<file path="src/sv/sfd_pkg.sv">
// Package for the serial frame deframer: payload types, descriptor type, constants.
`default_nettype none
package sfd_pkg;

   // Payload store geometry: two banks of sixteen bytes (fifteen used per frame)
   localparam int StoreDepth  = 15;
   localparam int BankBits    = 1;
   localparam int PosBits     = 4;
   localparam int RamAddrW    = BankBits + PosBits;
   localparam int RamDepth    = 1 << RamAddrW;

   // Descriptor queue between the parser and the emitter
   localparam int QueueDepth  = 2;
   localparam int QueuePtrW   = $clog2(QueueDepth);
   localparam int QueueCntW   = $clog2(QueueDepth + 1);

   // Configuration port
   localparam int CsrAddrW    = 3;
   localparam int CsrDataW    = 32;
   localparam logic [CsrAddrW-1:0] RegStartByte = 3'd0;
   localparam logic [7:0] StartByteReset = 8'h02;

   // Header nibble masks
   localparam logic [7:0] IdMask  = 8'hf0;
   localparam logic [7:0] LenMask = 8'h0f;

   typedef struct packed {
      logic [7:0] rx_byte;
      logic       parity_error;
      logic       framing_error;
   } req_type;

   typedef struct packed {
      logic [3:0] msg_id;
      logic [3:0] msg_len;
      logic [3:0] byte_pos;
      logic [7:0] payload_byte;
      logic       has_payload;
      logic       last;
   } rsp_type;

   // One checked frame waiting to be emitted
   typedef struct packed {
      logic [3:0]          id;
      logic [3:0]          len;
      logic [BankBits-1:0] bank;
   } desc_type;

endpackage
`default_nettype wire

</file>
<file path="src/sv/sfd_ram.sv">
// Generic single-write, single-read RAM with registered read data.
`default_nettype none
module sfd_ram #(
   parameter int Width = 8,
   parameter int Depth = 32
) (
   input  wire logic                     clock,
   input  wire logic                     wr_en,
   input  wire logic [$clog2(Depth)-1:0] wr_addr,
   input  wire logic [Width-1:0]         wr_data,
   input  wire logic                     rd_en,
   input  wire logic [$clog2(Depth)-1:0] rd_addr,
   output logic      [Width-1:0]         rd_data
);

   logic [Width-1:0] mem_ff [Depth];
   logic [Width-1:0] rd_data_ff;

   always_ff @(posedge clock) begin
      if (wr_en) begin
         mem_ff[wr_addr] <= wr_data;
      end
      // read data holds while no read is issued
      if (rd_en) begin
         rd_data_ff <= mem_ff[rd_addr];
      end
   end

   assign rd_data = rd_data_ff;

endmodule
`default_nettype wire

</file>
<file path="src/sv/sfd_front.sv">
// Frame parser: filters bad bytes, tracks header, payload and checksum, queues good frames.
`default_nettype none
module sfd_front (
   input  wire logic                          clock,
   input  wire logic                          reset,
   input  wire logic [7:0]                    start_byte,
   input  wire logic                          req_valid,
   input  wire sfd_pkg::req_type              req_data,
   output logic                               req_ready,
   input  wire logic                          q_full,
   output logic                               push,
   output sfd_pkg::desc_type                  push_desc,
   output logic                               ram_wr_en,
   output logic [sfd_pkg::RamAddrW-1:0]       ram_wr_addr,
   output logic [7:0]                         ram_wr_data
);

   localparam logic [1:0] PhWait = 2'd0;
   localparam logic [1:0] PhHead = 2'd1;
   localparam logic [1:0] PhData = 2'd2;
   localparam logic [1:0] PhSum  = 2'd3;

   logic [1:0]                     phase_ff, phase_in;
   logic [7:0]                     sum_ff, sum_in;
   logic [3:0]                     id_ff, id_in;
   logic [3:0]                     len_ff, len_in;
   logic [3:0]                     seen_ff, seen_in;
   logic [sfd_pkg::BankBits-1:0]   bank_ff, bank_in;
   logic                           take;
   logic [7:0]                     ch;
   logic [3:0]                     seen_inc;

   // both queued banks busy: hold the line until the emitter frees one
   assign req_ready = !q_full;
   assign ch        = req_data.rx_byte;
   assign take      = req_valid && req_ready &&
                      !req_data.parity_error && !req_data.framing_error;
   assign seen_inc  = seen_ff + 4'd1;

   // parser next state
   always_comb begin
      phase_in = phase_ff;
      sum_in   = sum_ff;
      id_in    = id_ff;
      len_in   = len_ff;
      seen_in  = seen_ff;
      bank_in  = bank_ff;
      push     = 1'b0;
      if (take) begin
         unique case (phase_ff)
            PhWait: begin
               if (ch == start_byte) begin
                  phase_in = PhHead;
               end
            end
            PhHead: begin
               id_in    = 4'((ch & sfd_pkg::IdMask) >> 4);
               len_in   = 4'(ch & sfd_pkg::LenMask);
               seen_in  = 4'd0;
               sum_in   = ch;
               phase_in = ((ch & sfd_pkg::LenMask) != 8'd0) ? PhData : PhSum;
            end
            PhData: begin
               sum_in  = sum_ff + ch;
               seen_in = seen_inc;
               if (seen_inc == len_ff) begin
                  phase_in = PhSum;
               end
            end
            default: begin
               if (ch == sum_ff) begin
                  push    = 1'b1;
                  bank_in = bank_ff + 1'b1;
               end
               phase_in = PhWait;
            end
         endcase
      end
   end

   assign push_desc.id   = id_ff;
   assign push_desc.len  = len_ff;
   assign push_desc.bank = bank_ff;

   // payload bytes land in the bank of the frame in progress
   assign ram_wr_en   = take && (phase_ff == PhData);
   assign ram_wr_addr = {bank_ff, seen_ff};
   assign ram_wr_data = ch;

   always_ff @(posedge clock) begin
      if (reset) begin
         phase_ff <= PhWait;
         sum_ff   <= 8'd0;
         id_ff    <= 4'd0;
         len_ff   <= 4'd0;
         seen_ff  <= 4'd0;
         bank_ff  <= '0;
      end else begin
         phase_ff <= phase_in;
         sum_ff   <= sum_in;
         id_ff    <= id_in;
         len_ff   <= len_in;
         seen_ff  <= seen_in;
         bank_ff  <= bank_in;
      end
   end

endmodule
`default_nettype wire

</file>
<file path="src/sv/sfd_queue.sv">
// Short FIFO of checked-frame descriptors between parser and emitter.
`default_nettype none
module sfd_queue (
   input  wire logic              clock,
   input  wire logic              reset,
   input  wire logic              push,
   input  wire sfd_pkg::desc_type push_desc,
   input  wire logic              pop,
   output logic                   head_valid,
   output sfd_pkg::desc_type      head_desc,
   output logic                   full
);

   localparam logic [sfd_pkg::QueuePtrW-1:0] LastPtr =
      sfd_pkg::QueuePtrW'(sfd_pkg::QueueDepth - 1);
   localparam logic [sfd_pkg::QueueCntW-1:0] FullCnt =
      sfd_pkg::QueueCntW'(sfd_pkg::QueueDepth);

   sfd_pkg::desc_type                entry_ff [sfd_pkg::QueueDepth];
   logic [sfd_pkg::QueuePtrW-1:0]    wr_ptr_ff, rd_ptr_ff;
   logic [sfd_pkg::QueueCntW-1:0]    count_ff, count_in;

   assign head_valid = (count_ff != '0);
   assign full       = (count_ff == FullCnt);
   assign head_desc  = entry_ff[rd_ptr_ff];

   always_comb begin
      count_in = count_ff;
      if (push && !pop) begin
         count_in = count_ff + 1'b1;
      end else if (pop && !push) begin
         count_in = count_ff - 1'b1;
      end
   end

   always_ff @(posedge clock) begin
      if (push) begin
         entry_ff[wr_ptr_ff] <= push_desc;
      end
   end

   always_ff @(posedge clock) begin
      if (reset) begin
         wr_ptr_ff <= '0;
         rd_ptr_ff <= '0;
         count_ff  <= '0;
      end else begin
         count_ff <= count_in;
         if (push) begin
            wr_ptr_ff <= (wr_ptr_ff == LastPtr) ? '0 : wr_ptr_ff + 1'b1;
         end
         if (pop) begin
            rd_ptr_ff <= (rd_ptr_ff == LastPtr) ? '0 : rd_ptr_ff + 1'b1;
         end
      end
   end

   // overflow / underflow would corrupt the bank pairing
   a_no_push_full: assert property (@(posedge clock) disable iff (reset)
      full |-> !push)
      else $error("descriptor pushed into full queue");
   a_no_pop_empty: assert property (@(posedge clock) disable iff (reset)
      !head_valid |-> !pop)
      else $error("descriptor popped from empty queue");
   a_count_range: assert property (@(posedge clock) disable iff (reset)
      count_ff <= FullCnt)
      else $error("queue count out of range");

endmodule
`default_nettype wire

</file>
<file path="src/sv/sfd_back.sv">
// Frame emitter: walks a queued frame's payload and presents one result per byte.
`default_nettype none
module sfd_back (
   input  wire logic                        clock,
   input  wire logic                        reset,
   input  wire logic                        head_valid,
   input  wire sfd_pkg::desc_type           head_desc,
   output logic                             pop,
   output logic                             ram_rd_en,
   output logic [sfd_pkg::RamAddrW-1:0]     ram_rd_addr,
   input  wire logic [7:0]                  ram_rd_data,
   output logic                             rsp_valid,
   output sfd_pkg::rsp_type                 rsp_data,
   input  wire logic                        rsp_ready
);

   logic [3:0]        pos_ff;
   logic              s1_valid_ff;
   sfd_pkg::rsp_type  s1_ff, s1_in;
   logic              rsp_valid_ff;
   sfd_pkg::rsp_type  rsp_ff, rsp_in;
   logic              s1_move, issue, is_last;
   logic [3:0]        pos_inc;

   // read stage advances when the output slot is free or being taken
   assign s1_move = s1_valid_ff && (!rsp_valid_ff || rsp_ready);
   assign issue   = head_valid && (!s1_valid_ff || s1_move);
   assign pos_inc = pos_ff + 4'd1;
   assign is_last = (head_desc.len == 4'd0) || (pos_inc == head_desc.len);
   assign pop     = issue && is_last;

   assign ram_rd_en   = issue;
   assign ram_rd_addr = {head_desc.bank, pos_ff};

   // result fields known at issue; payload joins from the RAM's registered read data at the output slot
   always_comb begin
      s1_in.msg_id       = head_desc.id;
      s1_in.msg_len      = head_desc.len;
      s1_in.byte_pos     = pos_ff;
      s1_in.payload_byte = 8'd0;
      s1_in.has_payload  = (head_desc.len != 4'd0);
      s1_in.last         = is_last;
   end

   // output slot: staged fields plus the RAM byte
   always_comb begin
      rsp_in              = s1_ff;
      rsp_in.payload_byte = s1_ff.has_payload ? ram_rd_data : 8'd0;
   end

   always_ff @(posedge clock) begin
      if (issue) begin
         s1_ff <= s1_in;
      end
      if (s1_move) begin
         rsp_ff <= rsp_in;
      end
   end

   always_ff @(posedge clock) begin
      if (reset) begin
         pos_ff       <= 4'd0;
         s1_valid_ff  <= 1'b0;
         rsp_valid_ff <= 1'b0;
      end else begin
         if (issue) begin
            pos_ff <= is_last ? 4'd0 : pos_inc;
         end
         if (issue) begin
            s1_valid_ff <= 1'b1;
         end else if (s1_move) begin
            s1_valid_ff <= 1'b0;
         end
         if (s1_move) begin
            rsp_valid_ff <= 1'b1;
         end else if (rsp_ready) begin
            rsp_valid_ff <= 1'b0;
         end
      end
   end

   assign rsp_valid = rsp_valid_ff;
   assign rsp_data  = rsp_ff;

   // position must restart at zero for every new frame
   a_pos_restart: assert property (@(posedge clock) disable iff (reset)
      pop |=> (pos_ff == 4'd0))
      else $error("byte position not reset after last byte");
   a_empty_is_last: assert property (@(posedge clock) disable iff (reset)
      (rsp_valid && !rsp_data.has_payload) |->
         (rsp_data.last && rsp_data.payload_byte == 8'd0))
      else $error("empty message result malformed");
   a_pos_in_frame: assert property (@(posedge clock) disable iff (reset)
      (rsp_valid && rsp_data.has_payload) |-> (rsp_data.byte_pos < rsp_data.msg_len))
      else $error("byte position beyond message length");

endmodule
`default_nettype wire

</file>
<file path="src/sv/serial_frame_deframer.sv">
// Serial frame deframer top level: CSR port, parser, descriptor queue, payload RAM, emitter.
//
// Usage:
//   req_* carries one received UART byte per transfer with its parity and
//   framing error flags. Flagged bytes are discarded. The parser looks for
//   the start byte (CSR register 0, reset 0x02), then a header (id in the
//   high nibble, length in the low nibble), the payload and the checksum.
//   rsp_* carries one result per payload byte of every frame whose checksum
//   matches, or one empty result for a zero-length frame; last marks the
//   final result. Bad frames vanish silently.
//   Input takes one byte per cycle while the queue has room. A frame's
//   first result passes the descriptor queue, read stage and output slot,
//   then one result per cycle while rsp_ready is high, set by the RAM's single read port.
//   Up to two checked frames wait for the emitter, each in its own RAM bank;
//   while both wait, req_ready is low. A stalled receiver holds the current
//   result and back-pressures into the queue.
//   Reset returns the parser to the start search, empties the queue and
//   restores the start byte to 0x02. The payload RAM needs no clearing.
//   csr_*: APB-style, pready always high, one register at byte address 0.
`default_nettype none
module serial_frame_deframer (
   input  wire logic                            clock,
   input  wire logic                            reset,
   input  wire logic                            req_valid,
   output logic                                 req_ready,
   input  wire sfd_pkg::req_type                req_data,
   output logic                                 rsp_valid,
   input  wire logic                            rsp_ready,
   output sfd_pkg::rsp_type                     rsp_data,
   input  wire logic                            csr_psel,
   input  wire logic                            csr_penable,
   input  wire logic                            csr_pwrite,
   input  wire logic [sfd_pkg::CsrAddrW-1:0]    csr_paddr,
   input  wire logic [sfd_pkg::CsrDataW-1:0]    csr_pwdata,
   output logic [sfd_pkg::CsrDataW-1:0]         csr_prdata,
   output logic                                 csr_pready
);

   logic [7:0]                     start_byte_ff;
   logic                           csr_hit;
   logic                           q_full, q_push, q_pop, q_head_valid;
   sfd_pkg::desc_type              q_push_desc, q_head_desc;
   logic                           ram_wr_en, ram_rd_en;
   logic [sfd_pkg::RamAddrW-1:0]   ram_wr_addr, ram_rd_addr;
   logic [7:0]                     ram_wr_data, ram_rd_data;

   // register decode: word address selects the register
   assign csr_hit    = (csr_paddr[sfd_pkg::CsrAddrW-1:2] ==
                        sfd_pkg::RegStartByte[sfd_pkg::CsrAddrW-1:2]);
   assign csr_pready = 1'b1;
   assign csr_prdata = csr_hit ? {{(sfd_pkg::CsrDataW-8){1'b0}}, start_byte_ff} : '0;

   always_ff @(posedge clock) begin
      if (reset) begin
         start_byte_ff <= sfd_pkg::StartByteReset;
      end else if (csr_psel && csr_penable && csr_pwrite && csr_pready && csr_hit) begin
         start_byte_ff <= csr_pwdata[7:0];
      end
   end

   sfd_front u_front (
      .clock       (clock),
      .reset       (reset),
      .start_byte  (start_byte_ff),
      .req_valid   (req_valid),
      .req_data    (req_data),
      .req_ready   (req_ready),
      .q_full      (q_full),
      .push        (q_push),
      .push_desc   (q_push_desc),
      .ram_wr_en   (ram_wr_en),
      .ram_wr_addr (ram_wr_addr),
      .ram_wr_data (ram_wr_data)
   );

   sfd_queue u_queue (
      .clock      (clock),
      .reset      (reset),
      .push       (q_push),
      .push_desc  (q_push_desc),
      .pop        (q_pop),
      .head_valid (q_head_valid),
      .head_desc  (q_head_desc),
      .full       (q_full)
   );

   sfd_ram #(
      .Width (8),
      .Depth (sfd_pkg::RamDepth)
   ) u_ram (
      .clock   (clock),
      .wr_en   (ram_wr_en),
      .wr_addr (ram_wr_addr),
      .wr_data (ram_wr_data),
      .rd_en   (ram_rd_en),
      .rd_addr (ram_rd_addr),
      .rd_data (ram_rd_data)
   );

   sfd_back u_back (
      .clock       (clock),
      .reset       (reset),
      .head_valid  (q_head_valid),
      .head_desc   (q_head_desc),
      .pop         (q_pop),
      .ram_rd_en   (ram_rd_en),
      .ram_rd_addr (ram_rd_addr),
      .ram_rd_data (ram_rd_data),
      .rsp_valid   (rsp_valid),
      .rsp_data    (rsp_data),
      .rsp_ready   (rsp_ready)
   );

endmodule
`default_nettype wire
</file>
<file path="config.mk">
export PLATFORM = sky130hd
export DESIGN_NAME = serial_frame_deframer
export DESIGN_NICKNAME = d
export VERILOG_FILES = /design/src/sv/sfd_pkg.sv /design/src/sv/sfd_ram.sv /design/src/sv/sfd_front.sv /design/src/sv/sfd_queue.sv /design/src/sv/sfd_back.sv /design/src/sv/serial_frame_deframer.sv
export SDC_FILE = /design/constraint.sdc
export NUM_CORES = 1
export LEC_CHECK = 0
export BUFFER_PORTS_ARGS = -buffer_cell sky130_fd_sc_hd__buf_2
export CELL_PAD_IN_SITES_DETAIL_PLACEMENT = 1
export CELL_PAD_IN_SITES_GLOBAL_PLACEMENT = 2
export CORE_MARGIN = 2
export CORE_UTILIZATION = 49
export DETAILED_ROUTE_END_ITERATION = 7
export PLACE_DENSITY = 0.86
export SLEW_MARGIN = 0
export SYNTH_ARGS = -nofsm -noshare
export SYNTH_HDL_FRONTEND = slang
export SYNTH_HIERARCHICAL = 1
export SYNTH_SLANG_ARGS = --single-unit
</file>
<file path="constraint.sdc">
create_clock -name clock -period 8 [get_ports clock]
set_input_delay 0.8 -clock clock [delete_from_list [all_inputs] [get_ports clock]]
set_output_delay 0.8 -clock clock [all_outputs]
set_load 0.05 [all_outputs]
</file>
### Word-level counts from Yosys, hierarchy flattened

Memory sizes are Yosys's and may differ from the RTL's. A register that Yosys moved wholly into a read port is not among the register bits.
Index checks and enable logic that the tools add are counted.

| operators by class | value |
|---|---|
| $add $sub $neg | 8 |
| eq/ne operators | 9 |
| multiplexer cells | 25 |
| bitwise operators | 2 |
| reductions and logical operators | 36 |

Operators with widths:

| cell | number |
|---|---|
| 8-bit equality test | 2 |
| 1-bit two-way mux | 16 |
| 8-bit one-hot mux with 2 select lines | 1 |
| 1-bit logical AND | 12 |
| 2-bit nonzero test | 5 |
| 4-bit by 1-bit adder with 4-bit output (second input constant) | 2 |
| 8-bit adder | 1 |
| 4-bit equality test | 2 |
| 2-bit two-way mux | 4 |
| 8-bit two-way mux | 1 |
| 4-bit one-hot mux with 2 select lines | 1 |
| 8-bit nonzero test | 1 |
| 1-bit zero test | 7 |
| 2-bit one-hot mux with 3 select lines | 1 |
| 3-bit AND reduction | 2 |
| 2-bit equality test (second input constant) | 2 |
| 4-bit zero test | 1 |
| 4-bit two-way mux | 1 |
| 2-bit by 1-bit != test with 1-bit output (second input constant) | 2 |
| 2-bit AND reduction | 2 |
| 4-bit nonzero test | 1 |
| 1-bit adder (second input constant) | 3 |
| 1-bit logical OR | 3 |
| 3-bit OR reduction | 1 |
| other kinds (5) | 6 |

| word-level totals | value |
|---|---|
| flip-flop bits (word level) | 77 |
| RAM bits | 274 |
| bits of input ports | 52 |
| output and inout port bits | 57 |
| logic and storage cells | 106 |
| memories | 2 |

Memory list:

| name | words | width | rd ports | clocked after memory_dff | wr ports | line | source |
|---|---|---|---|---|---|---|---|
| u_ram.mem_ff | 32 | 8 | 1 | 1 | 1 | sfd_ram.sv:16 | `logic [Width-1:0] mem_ff [Depth];` |
| u_queue.entry_ff | 2 | 9 | 1 | 1 | 1 | sfd_queue.sv:19 | `sfd_pkg::desc_type entry_ff [sfd_pkg::QueueDepth];` |

### Longest topological paths before layout

Gate-level depths: netlist of run 1.

| depth | value |
|---|---|
| depth after elaboration | 10 |
| gate-level depth with buffers | 11 |

### Hierarchy

Netlist of run 1, hierarchy kept.

By module, submodules not included:

| module | times used | cells each | area an instance (um2) |
|---|---|---|---|
| sfd_ram | 1 | 417 | 10,133.5 |
| sfd_front | 1 | 188 | 1,570.3 |
| sfd_back | 1 | 89 | 1,546.5 |
| sfd_queue | 1 | 50 | 857.1 |
| serial_frame_deframer | 1 | 70 | 625.6 |

### Worst setup path after synthesis of run 1

OpenSTA, ideal clock, no wires.

| timing | value |
|---|---|
| path kind | input -> register |
| from | input port req_data[1] (netlist name) |
| to | memory u_ram.mem_ff[0][0], enable pin |
| setup time | 0.370 ns |
| arrival | 2.630 ns |
| required time | 7.630 ns |
| slack | 5.000 ns |
| stages on the path | 6 |
| path buffers | 2 |
| cells stage by stage | nor4b_4 -> clkbuf_1 -> and2_1 -> or3b_2 -> clkbuf_1 -> nor2_1 |

| between the ends | value |
|---|---|
| cells in the longest elaborated chain, start to end | 6 |

Ends and longest elaborated chain:

| item | line | source |
|---|---|---|
| start, declared | serial_frame_deframer.sv:26 | `input wire sfd_pkg::req_type req_data,` |
| 1-bit zero test | sfd_front.sv:37 | `!req_data.parity_error && !req_data.framing_error;` |
| 1-bit logical AND | sfd_front.sv:36 | `assign take = req_valid && req_ready &&` |
| 1-bit logical AND | sfd_front.sv:37 |  |
| 1-bit logical AND | sfd_front.sv:86 | `assign ram_wr_en = take && (phase_ff == PhData);` |
| named net ram_wr_en | serial_frame_deframer.sv:43 | `logic ram_wr_en, ram_rd_en;` |
| 1-bit two-way mux | sfd_ram.sv:20 | `if (wr_en) begin` |
| 1-bit two-way mux (implied by the code) | sfd_ram.sv:21 | `mem_ff[wr_addr] <= wr_data;` |
| end, declared | sfd_ram.sv:16 |  |

The timed path passes the listed nets, and every way through them passes these cells.

### Worst setup path in the final report of run 1

| timing | value |
|---|---|
| from | register u_back.pos_ff[0] |
| to | register u_queue/count_ff[1] (netlist name) |

| between the ends | value |
|---|---|
| cells in the longest elaborated chain, start to end | 7 |
| elaborated cells on any way between the ends | 9 |
| classes of those cells | add/sub (1); eq/ne (1); mux (1); reduce/logical (6) |

Ends and longest elaborated chain:

| item | line | source |
|---|---|---|
| start, declared | sfd_back.sv:17 | `logic [3:0] pos_ff;` |
| start signal, assigned | sfd_back.sv:67 | `pos_ff <= is_last ? 4'd0 : pos_inc;` |
| 4-bit by 1-bit adder with 4-bit output * | sfd_back.sv:28 | `assign pos_inc = pos_ff + 4'd1;` |
| 4-bit equality test * | sfd_back.sv:29 | `assign is_last = (head_desc.len == 4'd0) \|\| (pos_inc == head_desc.len);` |
| 1-bit logical OR * | sfd_back.sv:29 |  |
| named net u_back.is_last | sfd_back.sv:22 | `logic s1_move, issue, is_last;` |
| 1-bit logical AND * | sfd_back.sv:30 | `assign pop = issue && is_last;` |
| named net q_pop | serial_frame_deframer.sv:41 | `logic q_full, q_push, q_pop, q_head_valid;` |
| 1-bit zero test | sfd_queue.sv:29 | `if (push && !pop) begin` |
| 1-bit logical AND | sfd_queue.sv:29 |  |
| 2-bit two-way mux or 2-bit nonzero test (tied branches) | -- |  |
| end signal, assigned | sfd_queue.sv:48 | `count_ff <= count_in;` |
| end, declared | sfd_queue.sv:21 | `logic [sfd_pkg::QueueCntW-1:0] count_ff, count_in;` |

Mark *: on every way through the listed nets, which the timed path passes. The rest lies on a longest branch.
A chain may end at the register's enable or synchronous reset.

==> impl_metrics.py, run 1 <==
metrics = {
    "timing": {
        "hold_ws_ns": 0.418,
        "fin_setup_tns_ns": 0,
        "maxSlewViolCount": 0,
        "fin_skew_ns": 0.0193,
        "finalCritPeriodShare": 0.458,
        "final-hold-violation-count": 0,
        "rsz0062_at_grt": "no",
        "tightest_slew_ns": 1.19,
        "fmax_mhz": 273,
        "period_minus_slack_ns": 3.67,
        "finalSetupViolCount": 0,
        "slew_headroom": 0.204,
    },
    "drt": {
        "num_vias": 7330,
        "drc_errors": 0,
        "wire_per_inst_um": 24.3,
        "wl_met1_mm": 13.3,
        "met3_length_mm": 1.65,
        "first_pass_iters": 5,
        "wirelength_mm": 31.2,
        "ant_nets": 0,
        "highest_layer": "met4",
        "viasPerCell": 5.71,
        "first_iter_violations": 626,
        "wl_met2_mm": 15.5,
    },
    "setup_path": {
        "r2r_slack_ns": 4.33,
        "worstPathCellList": "buf_4, ha_1, xnor2_1, nand3_2, o21ai_2, and2_1, inv_1, ha_1, or3_1, a21oi_1",
        "critPathMaxStageDelay_ns": 0.76,
        "critical_path_class": "flop to flop",
        "slowest_stage": "buf_4",
        "critPathCaptureType": "flop",
        "path_delay_family": "buffers and inverters",
        "crit_fanout": 46,
        "r2r_cells": 10,
        "critPathBufInv": 2,
        "cp.arrival_ns": 4.11,
        "start_kind": "flop",
        "crit_top_cell": "ha_1",
        "cp.required_ns": 8.44,
        "cp.depth": 10,
    },
    "synth": {
        "syn_area_per_cell_um2": 18.1,
        "synth_top_family_by_area": "multiplexers",
        "ys_warn_count": 6,
        "synthFlopType": "edfxtp_1",
        "synth-edff-count": 318,
        "yosys.area_share.xor_xnor": 0.0200,
        "netlist_area_um2": 14700,
        "async_flop_share": 0,
        "yosys.area.top_type_share": 0.648,
        "yosysTopAreaCell": "edfxtp_1",
        "synth-adder-area-share": 0.0132,
        "synth_compound_area_frac": 0.0199,
        "ys_types": 52,
        "synth-seq-cells": 360,
        "muxShareOfSynthArea": 0.145,
        "yosysSeqAreaShare": 0.705,
        "synthCells": 814,
        "synthTopCellsByArea": "edfxtp_1, mux4_2, dfxtp_1",
        "synth_simple_gate_area_frac": 0.0620,
    },
    "global_routing": {
        "grt_max_degree": 53,
        "grt_overflow": 0,
        "grt_pass1_vias": 7696,
        "antenna_found_initial": 1,
        "track_usage": 0.205,
        "grt_pass1_wl_mm": 47.4,
    },
    "cts": {
        "cts.clk_slew.worst_paths_ns": 0.06,
        "cts.sinks": 360,
        "root_buffer": "clkbuf_16",
        "cts_setup_buffers": 0,
        "ctsHtreeMaxLevel": 2,
        "ctsHoldBuffers": 0,
        "cts_tree": "built",
        "clk_path_buf_depth": 3,
        "cts_buffers": 37,
        "cts_resized": 0,
        "insertion_delay_ns": 0.52,
    },
    "cells_and_area": {
        "drive_gt1_frac": 0.258,
        "fin_nets": 932,
        "nFillCells": 2739,
        "design_area_um2": 16300,
        "area_growth_pct": 10.9,
        "final_util": 0.552,
        "final_cells": 1283,
    },
    "place": {
        "place_area_um2": 15200,
        "place_hpwl_mm": 19.0,
        "placed_cells": 1216,
        "place.gp.congestion": 0.736,
        "portBuffers": 57,
    },
    "die": {
        "die_h_um": 177,
        "start_util": 0.497,
        "core_um2": 29600,
        "ioPinCount": 109,
        "die_w_um": 177,
        "die_area_um2": 31500,
        "num_rows": 63,
    },
    "power_and_ir_drop": {
        "power_density_nw_per_um2": 232,
        "vdd_ir_drop_max_mv": 0.126,
        "p_leak_nw": 5.20,
    },
    "min_path": {
        "hold_class": "flop to flop",
        "whs_path_depth": 0,
    },
    "run_status": {
        "status": "finished, final reports clean",
    },
    "run": {
        "cap_violations": 0,
    },
}
-- cells in the mapped netlist (3+ instances only) --
| cell type | number |
|---|---|
| edfxtp_1 | 318 |
| mux4_2 | 80 |
| nor2_1 | 52 |
| buf_4 | 46 |
| dfxtp_1 | 42 |
| nand2_1 | 23 |
| a21oi_1 | 20 |
| xnor2_1 | 20 |
| mux2_2 | 17 |
| mux2i_1 | 15 |
| nand2b_1 | 15 |
| nand3_1 | 15 |
| ha_1 | 14 |
| and2_1 | 13 |
| clkbuf_1 | 13 |
| xor2_1 | 11 |
| inv_1 | 10 |
| and2b_2 | 9 |
| nand3b_1 | 9 |
| o21ai_0 | 9 |
| a211oi_1 | 7 |
| buf_1 | 6 |
| nor2b_1 | 5 |
| or3_1 | 5 |
| buf_2 | 4 |
| or3b_2 | 3 |
-- power by group --
part | total, W | leakage (nW) | internal (W) | switching, W
Sequential | 0.00204 | 3.23 | 0.00204 | 0.000000810
Combinational | 0.0000819 | 1.41 | 0.0000138 | 0.0000681
Clock | 0.00167 | 0.570 | 0.000985 | 0.000686
-- cell families after synthesis --
family | Yosys count
buffers and inverters | 81
adder cells (fa/ha/maj) | 15
AO/OA/AOI/OAI | 47
flip-flops | 360
AND/OR/NAND/NOR | 165
other | 2
XOR/XNOR | 32
multiplexers | 112
-- metal layers --
layer  vias to the layer above  global-route usage
li1                       3220                   -
met1                      3836               0.286
met2                       224               0.333
met3                        50              0.0345
met4                         0              0.0632
met5                         -                   0
-- placed cells by master (no fill, tap or decap), types with 5 or more instances in the layout --
cell type and instances:
buf_2 57, nor2_1 52, clkinv_1 9, inv_1 10, nand2b_1 15, or3_1 5, dfxtp_1 40, nand3_1 15
clkbuf_16 38, nand2_1 23, clkbuf_1 7, mux2i_1 15, ha_1 14, a211oi_1 7, mux2_2 17, mux4_2 80
conb_1 25, and2b_2 9, xor2_1 11, edfxtp_1 318, xnor2_1 20, and2_1 13, nand3b_1 9, a21oi_1 20
o21ai_0 9
-- area by class of cell --
class | count | area (um^2) | share of cell area
flip-flops and latches | 360 | 10400 | 0.636
multi-input cells | 396 | 3940 | 0.241
clock buffers | 47 | 1000 | 0.0615
well taps | 390 | 488 | 0.0299
repair buffers | 60 | 308 | 0.0188
clock inverters | 19 | 175 | 0.0107
inverters | 10 | 37.5 | 0.00230
diodes | 1 | 2.50 | 0.000153
-- state kept, by name, summed over array words and instances, names as in the netlist, 4 cells and up, named ones only --
signal	cells
start_byte_ff	8
u_back/pos_ff	4
u_back/rsp_data	22
u_back/rsp_in	14
u_front/id_ff	4
u_front/len_ff	4
u_front/seen_ff	4
u_front/sum_ff	8
u_queue/entry_ff	18
u_ram/mem_ff	256
u_ram/rd_data	8
-- metrics by stage --
step	setup WS, ns	power (W)
after CTS	4.22	0.00383
after global placement	4.31	0.00216
final	4.33	0.00379
after detailed placement	4.25	0.00216
after floorplan	5.00	0.00214
after global routing	3.96	0.00389
-- worst paths after layout --
path                startpoint             endpoint
max           u_back/pos_ff[0]  u_queue/count_ff[1]
min          u_back/rsp_in[20]  u_back/rsp_data[20]
max reg2reg   u_back/pos_ff[0]  u_queue/count_ff[1]
min reg2reg  u_back/rsp_in[20]  u_back/rsp_data[20]
No activity file was read; power rests on OpenSTA's default activity.
==> run 2: changes to the inputs <==
--- a/config.mk
+++ b/config.mk
@@ -9,9 +9,9 @@
 export CELL_PAD_IN_SITES_DETAIL_PLACEMENT = 1
 export CELL_PAD_IN_SITES_GLOBAL_PLACEMENT = 2
 export CORE_MARGIN = 2
-export CORE_UTILIZATION = 49
+export CORE_UTILIZATION = 41
 export DETAILED_ROUTE_END_ITERATION = 7
-export PLACE_DENSITY = 0.86
+export PLACE_DENSITY = 0.77
 export SLEW_MARGIN = 0
 export SYNTH_ARGS = -nofsm -noshare
 export SYNTH_HDL_FRONTEND = slang
==> constraint.sdc (replaced) <==
create_clock -name clock -period 3.24 [get_ports clock]
set_input_delay 0.324 -clock clock [delete_from_list [all_inputs] [get_ports clock]]
set_output_delay 0.324 -clock clock [all_outputs]
set_load 0.05 [all_outputs]
==> run 2 against run 1 <==
Against the previous run: maximum frequency up 27%; core utilization down 7.5 points; sequential power up 150%; via count down 0.67%; non-clock buffer count up 50; worst hold slack worse by 0.37 ns; clock power rose to 2.6 times the previous value; total power rose to 2.5 times the previous value; clock-buffer cell count up 4; cell count up 9.6%; sequential cell count unchanged.
==> impl_metrics.py, run 2 (synthesis results as in run 1) <==
metrics = {
    "cells_and_area": {
        "layout_commonest_cell": "edfxtp_1",
        "antennaDiodeCount": 0,
        "drive_gt1_frac": 0.301,
        "regMostFlops": "u_ram/mem_ff",
        "largest_reg_flops": 256,
        "most-common-layout-cells": "edfxtp_1, mux4_2, buf_2, nor2_1, buf_4",
        "final_cells": 1406,
        "area_growth_pct": 14.7,
        "fin_nets": 983,
    },
    "timing": {
        "fin_setup_tns_ns": 0,
        "fmax_mhz": 347,
        "tightest_slew_ns": 0.976,
        "finalSetupViolCount": 0,
        "fin_skew_ns": 0.0326,
        "final-hold-violation-count": 0,
        "maxSlewViolCount": 0,
        "slew_headroom": 0.349,
        "finalCritPeriodShare": 0.890,
        "period_minus_slack_ns": 2.88,
        "rsz0062_at_grt": "no",
    },
    "drt": {
        "highest_layer": "met5",
        "drc_errors": 0,
        "num_vias": 7281,
        "met3_length_mm": 1.55,
        "wl_met1_mm": 13.7,
        "first_iter_violations": 562,
        "wl_met2_mm": 16.0,
        "ant_nets": 0,
        "first_pass_iters": 4,
        "viasPerCell": 5.18,
        "wirelength_mm": 31.6,
        "wire_per_inst_um": 22.5,
    },
    "setup_path": {
        "critical_path_class": "flop to flop",
        "critPathCaptureType": "flop",
        "crit_fanout": 9,
        "cp.arrival_ns": 3.33,
        "cp.required_ns": 3.69,
        "worstPathCellList": "mux2_2, or4_4, o21ai_2, and2_1, inv_1, ha_1, or3_1, a21oi_1",
        "slowest_stage": "or4_4",
        "start_kind": "flop",
        "critPathMaxStageDelay_ns": 0.58,
    },
    "global_routing": {
        "grt_overflow": 0,
        "grt_pass1_wl_mm": 48.3,
        "track_usage": 0.170,
        "antenna_found_initial": 2,
        "grt_pass1_vias": 7827,
        "grt_max_degree": 53,
    },
    "place": {
        "portBuffers": 57,
        "placed_cells": 1337,
        "place.gp.congestion": 0.729,
        "place_hpwl_mm": 19.8,
    },
    "cts": {
        "root_buffer": "clkbuf_16",
        "cts_buffers": 38,
        "cts_resized": 0,
        "cts_setup_buffers": 0,
        "cts.sinks": 360,
        "ctsHoldBuffers": 0,
        "insertion_delay_ns": 0.53,
        "clk_path_buf_depth": 3,
        "cts_tree": "built",
        "ctsHtreeMaxLevel": 2,
        "cts.clk_slew.worst_paths_ns": 0.06,
    },
    "power_and_ir_drop": {
        "p_leak_nw": 5.49,
        "pwr-share-clk": 0.449,
        "power_density_nw_per_um2": 563,
        "vdd_ir_drop_max_mv": 0.322,
        "p_switching_w": 0.00193,
        "intPower_w": 0.00759,
        "switching_share": 0.203,
        "sequentialPowerShare": 0.529,
        "p_comb_frac": 0.022,
    },
    "run": {
        "cap_violations": 0,
    },
    "die": {
        "die_h_um": 194,
        "start_util": 0.415,
        "die_w_um": 194,
        "num_rows": 69,
        "ioPinCount": 109,
        "die_area_um2": 37500,
        "core_um2": 35500,
    },
    "run_status": {
        "status": "finished, final reports clean",
    },
    "min_path": {
        "hold_class": "input pin to flop",
    },
}
==> run 2: worst paths after layout <==
check	startpoint	to	slack, ns	cells after the start
min	csr_pwdata[2]	start_byte_ff[2]	0.05	3
max reg2reg	flop	u_queue/count_ff[1]	0.36	8
max	flop	u_queue/count_ff[1]	0.36	8
min reg2reg	u_back/rsp_in[12]	u_back/rsp_data[12]	0.42	0
==> run 2: worst max-delay path: cells and delay by family (launching register included) <==
family / cells / cell delay, ns
AOI/OAI and AO/OA: 2 / 0.27
adders and majority gates: 1 / 0.31
buffers and inverters: 1 / 0.06
DFF: 1 / 0.57
muxes: 1 / 0.42
and+or+nand+nor: 3 / 1.17
==> run 2: cell type report <==
| class | count | area, um^2 |
|---|---|---|
| clock buffer | 51 | 1040 |
| clock inverter | 18 | 191 |
| fill | 3341 | 18600 |
| inverter | 10 | 37.5 |
| multi-input combinational | 396 | 3940 |
| sequential | 360 | 10400 |
| tap | 461 | 577 |
| timing repair buffer | 110 | 721 |
==> run 2: routing by layer <==
metal	global-route usage	up-vias
met5	0	-
met4	0.0418	2
met3	0.0317	31
met2	0.287	153
met1	0.230	3773
li1	-	3322
==> run 2: metrics by stage <==
| step | instance area (um^2) | power, W | utilization | hold WS, ns | setup WS [ns] |
|---|---|---|---|---|---|
| CTS | 16900 | 0.00962 | 0.476 | 0.0360 | 0.352 |
| floorplan | 14800 | 0.00529 | - | 0.389 | 0.413 |
| global route | 16900 | 0.00980 | 0.476 | 0.0554 | 0.215 |
| finish | 16900 | 0.00952 | 0.476 | 0.0486 | 0.358 |
| global placement | 15700 | 0.00534 | 0.441 | 0.402 | 0.336 |
| detailed placement | 15700 | 0.00534 | 0.441 | 0.407 | 0.367 |
==> run 2: power by group through the flow <==
stage	sequential, W	clock [W]	combinational [W]
finish	0.00503	0.00427	0.000210
detailed placement	0.00513	0	0.000214
CTS	0.00503	0.00437	0.000214
global placement	0.00513	0	0.000208
global route	0.00503	0.00454	0.000227
floorplan	0.00513	0	0.000163
==> run 3: changes to the inputs <==
--- a/config.mk
+++ b/config.mk
@@ -8,10 +8,12 @@
 export BUFFER_PORTS_ARGS = -buffer_cell sky130_fd_sc_hd__buf_2
 export CELL_PAD_IN_SITES_DETAIL_PLACEMENT = 1
 export CELL_PAD_IN_SITES_GLOBAL_PLACEMENT = 2
+export CORE_ASPECT_RATIO = 0.5
 export CORE_MARGIN = 2
-export CORE_UTILIZATION = 41
+export CORE_UTILIZATION = 43
+export CTS_BUF_LIST = sky130_fd_sc_hd__clkbuf_4
 export DETAILED_ROUTE_END_ITERATION = 7
-export PLACE_DENSITY = 0.77
+export PLACE_DENSITY = 0.8
 export SLEW_MARGIN = 0
 export SYNTH_ARGS = -nofsm -noshare
 export SYNTH_HDL_FRONTEND = slang
==> run 3 against run 2 <==
Against the previous run: clock power decreased by 12%; cell area decreased by 0.28%; core utilization increased by 2.8 points; via count increased by 9.2%; maximum frequency decreased by 0.35%; non-clock buffer count increased by 10; sequential power about the same.
==> impl_metrics.py, run 3 (synthesis results as in run 1) <==
metrics = {
    "run_status": {
        "status": "finished, final reports clean",
    },
    "power_and_ir_drop": {
        "vdd_ir_drop_max_mv": 0.229,
        "power_density_nw_per_um2": 533,
        "p_leak_nw": 5.60,
        "power.total_w": 0.00899,
    },
    "die": {
        "ioPinCount": 109,
        "die_h_um": 135,
        "core_um2": 33400,
        "num_rows": 47,
        "start_util": 0.441,
        "die_w_um": 266,
        "die_area_um2": 35800,
    },
    "cells_and_area": {
        "area_growth_pct": 14.4,
        "fin_nets": 1039,
        "regMostFlops": "u_ram/mem_ff",
        "design_area_um2": 16900,
        "drive_gt1_frac": 0.357,
        "nFillCells": 3224,
        "largest_reg_flops": 256,
        "layout_commonest_cell": "edfxtp_1",
        "most-common-layout-cells": "edfxtp_1, clkbuf_4, mux4_2, buf_2",
    },
    "cts": {
        "cts.sinks": 360,
        "cts_setup_buffers": 0,
        "cts_buffers": 84,
        "ctsHtreeMaxLevel": 3,
        "cts.clk_slew.worst_paths_ns": 0.07,
        "cts_tree": "built",
        "cts_resized": 0,
        "root_buffer": "clkbuf_4",
        "insertion_delay_ns": 0.73,
        "clk_path_buf_depth": 3,
    },
    "drt": {
        "viasPerCell": 5.36,
        "drc_errors": 0,
        "num_vias": 7949,
        "wirelength_mm": 32.8,
        "first_pass_iters": 5,
        "first_iter_violations": 661,
        "wire_per_inst_um": 22.2,
        "ant_nets": 0,
    },
    "global_routing": {
        "grt_pass1_vias": 8365,
        "busiest_layer": "met2",
        "use_met2": 0.300,
        "antenna_found_initial": 1,
        "grt_pass1_wl_mm": 50.3,
        "track_usage": 0.189,
        "grt_overflow": 0,
        "met3_usage": 0.0447,
        "grt_max_degree": 53,
        "met1_usage": 0.261,
    },
    "setup_path": {
        "critPathCaptureType": "flop",
        "worstPathCellList": "mux2_2, or4_4, o21ai_2, and2_1, inv_1, ha_1, or3_1, a21oi_1",
        "start_kind": "flop",
        "slowest_stage": "dfxtp_1",
        "cp.required_ns": 3.84,
        "critPathMaxStageDelay_ns": 0.58,
        "r2r_cells": 8,
        "critical_path_class": "flop to flop",
        "cp.arrival_ns": 3.49,
        "crit_fanout": 9,
    },
    "timing": {
        "worst_slack_ns": 0.348,
        "fin_skew_ns": 0.0601,
        "rsz0062_at_grt": "no",
        "slew_headroom": 0.343,
        "period_minus_slack_ns": 2.89,
        "finalCritPeriodShare": 0.893,
        "fmax_mhz": 346,
        "fin_setup_tns_ns": 0,
        "tightest_slew_ns": 0.985,
        "final-hold-violation-count": 0,
        "maxSlewViolCount": 0,
        "finalSetupViolCount": 0,
    },
    "place": {
        "place_hpwl_mm": 20.7,
        "portBuffers": 57,
        "place_area_um2": 15600,
        "dp_slack_ns": 0.357,
        "place.gp.congestion": 0.730,
    },
    "min_path": {
        "whs_path_depth": 5,
        "hold_class": "input pin to flop",
    },
    "run": {
        "cap_violations": 0,
    },
}
[run 3: cell count changes in the layout (fill, tap and decap cells not counted), sizes merged, moves of 2 or more]
cell and delta:
bufinv -2, clkbuf +84, dlygate4sd3 +9, inv +2
[run 3: cell type report]
class | instances | area (um^2) | share of cell area
Sequential cell | 360 | 10400 | 0.617
Inverter | 10 | 37.5 | 0.00223
Tap cell | 441 | 552 | 0.0327
Timing Repair Buffer | 120 | 806 | 0.0478
Antenna cell | 1 | 2.50 | 0.000148
Clock inverter | 19 | 110 | 0.00653
Clock buffer | 135 | 1010 | 0.0601
Multi-Input combinational cell | 396 | 3940 | 0.234
[run 3: stage by stage]
stage               utilization  hold slack, ns  cells
floorplan                     -           0.389    837
global placement          0.468           0.401   1318
detailed placement        0.468           0.406   1318
CTS                       0.504          0.0882   1481
global route              0.504           0.122   1482
finish                    0.504           0.156   1482
[run 3: what timing repair did]
action / in CTS / in global routing
endpoints found under the setup margin: 0 / 0
hold buffers: 9 / 0
endpoints found under the hold margin: 10 / 0
[run 3: where the power goes]
group	total, W	switching (W)	internal (W)
combinational	0.000220	0.000172	0.0000482
clock	0.00374	0.00177	0.00197
sequential	0.00503	0.00000221	0.00502
total	0.00899	0.00194	0.00704
[run 3: worst paths after layout]
kind | start | to | slack [ns]
worst max-delay path | flop | u_queue/count_ff[1] | 0.35
worst min-delay path | req_data[1] | u_front/id_ff[3] | 0.16
worst max register to register | flop | u_queue/count_ff[1] | 0.35
worst min register to register | u_back/rsp_in[13] | u_back/rsp_data[13] | 0.42
[run 3: routing by layer]
metal / up-vias / share of wire
met5: - / 0
met4: 0 / 0.020
met3: 50 / 0.055
met2: 234 / 0.48
met1: 4177 / 0.45
li1: 3488 / -
[run 3: worst max-delay path: cells and delay by family, from the launching register on]
family,cells,cell delay [ns]
multiplexers,1,0.43
flip-flops,1,0.58
buffers and inverters,1,0.06
adder cells (fa/ha/maj),1,0.31
AO/OA/AOI/OAI,2,0.28
AND/OR/NAND/NOR,3,1.15
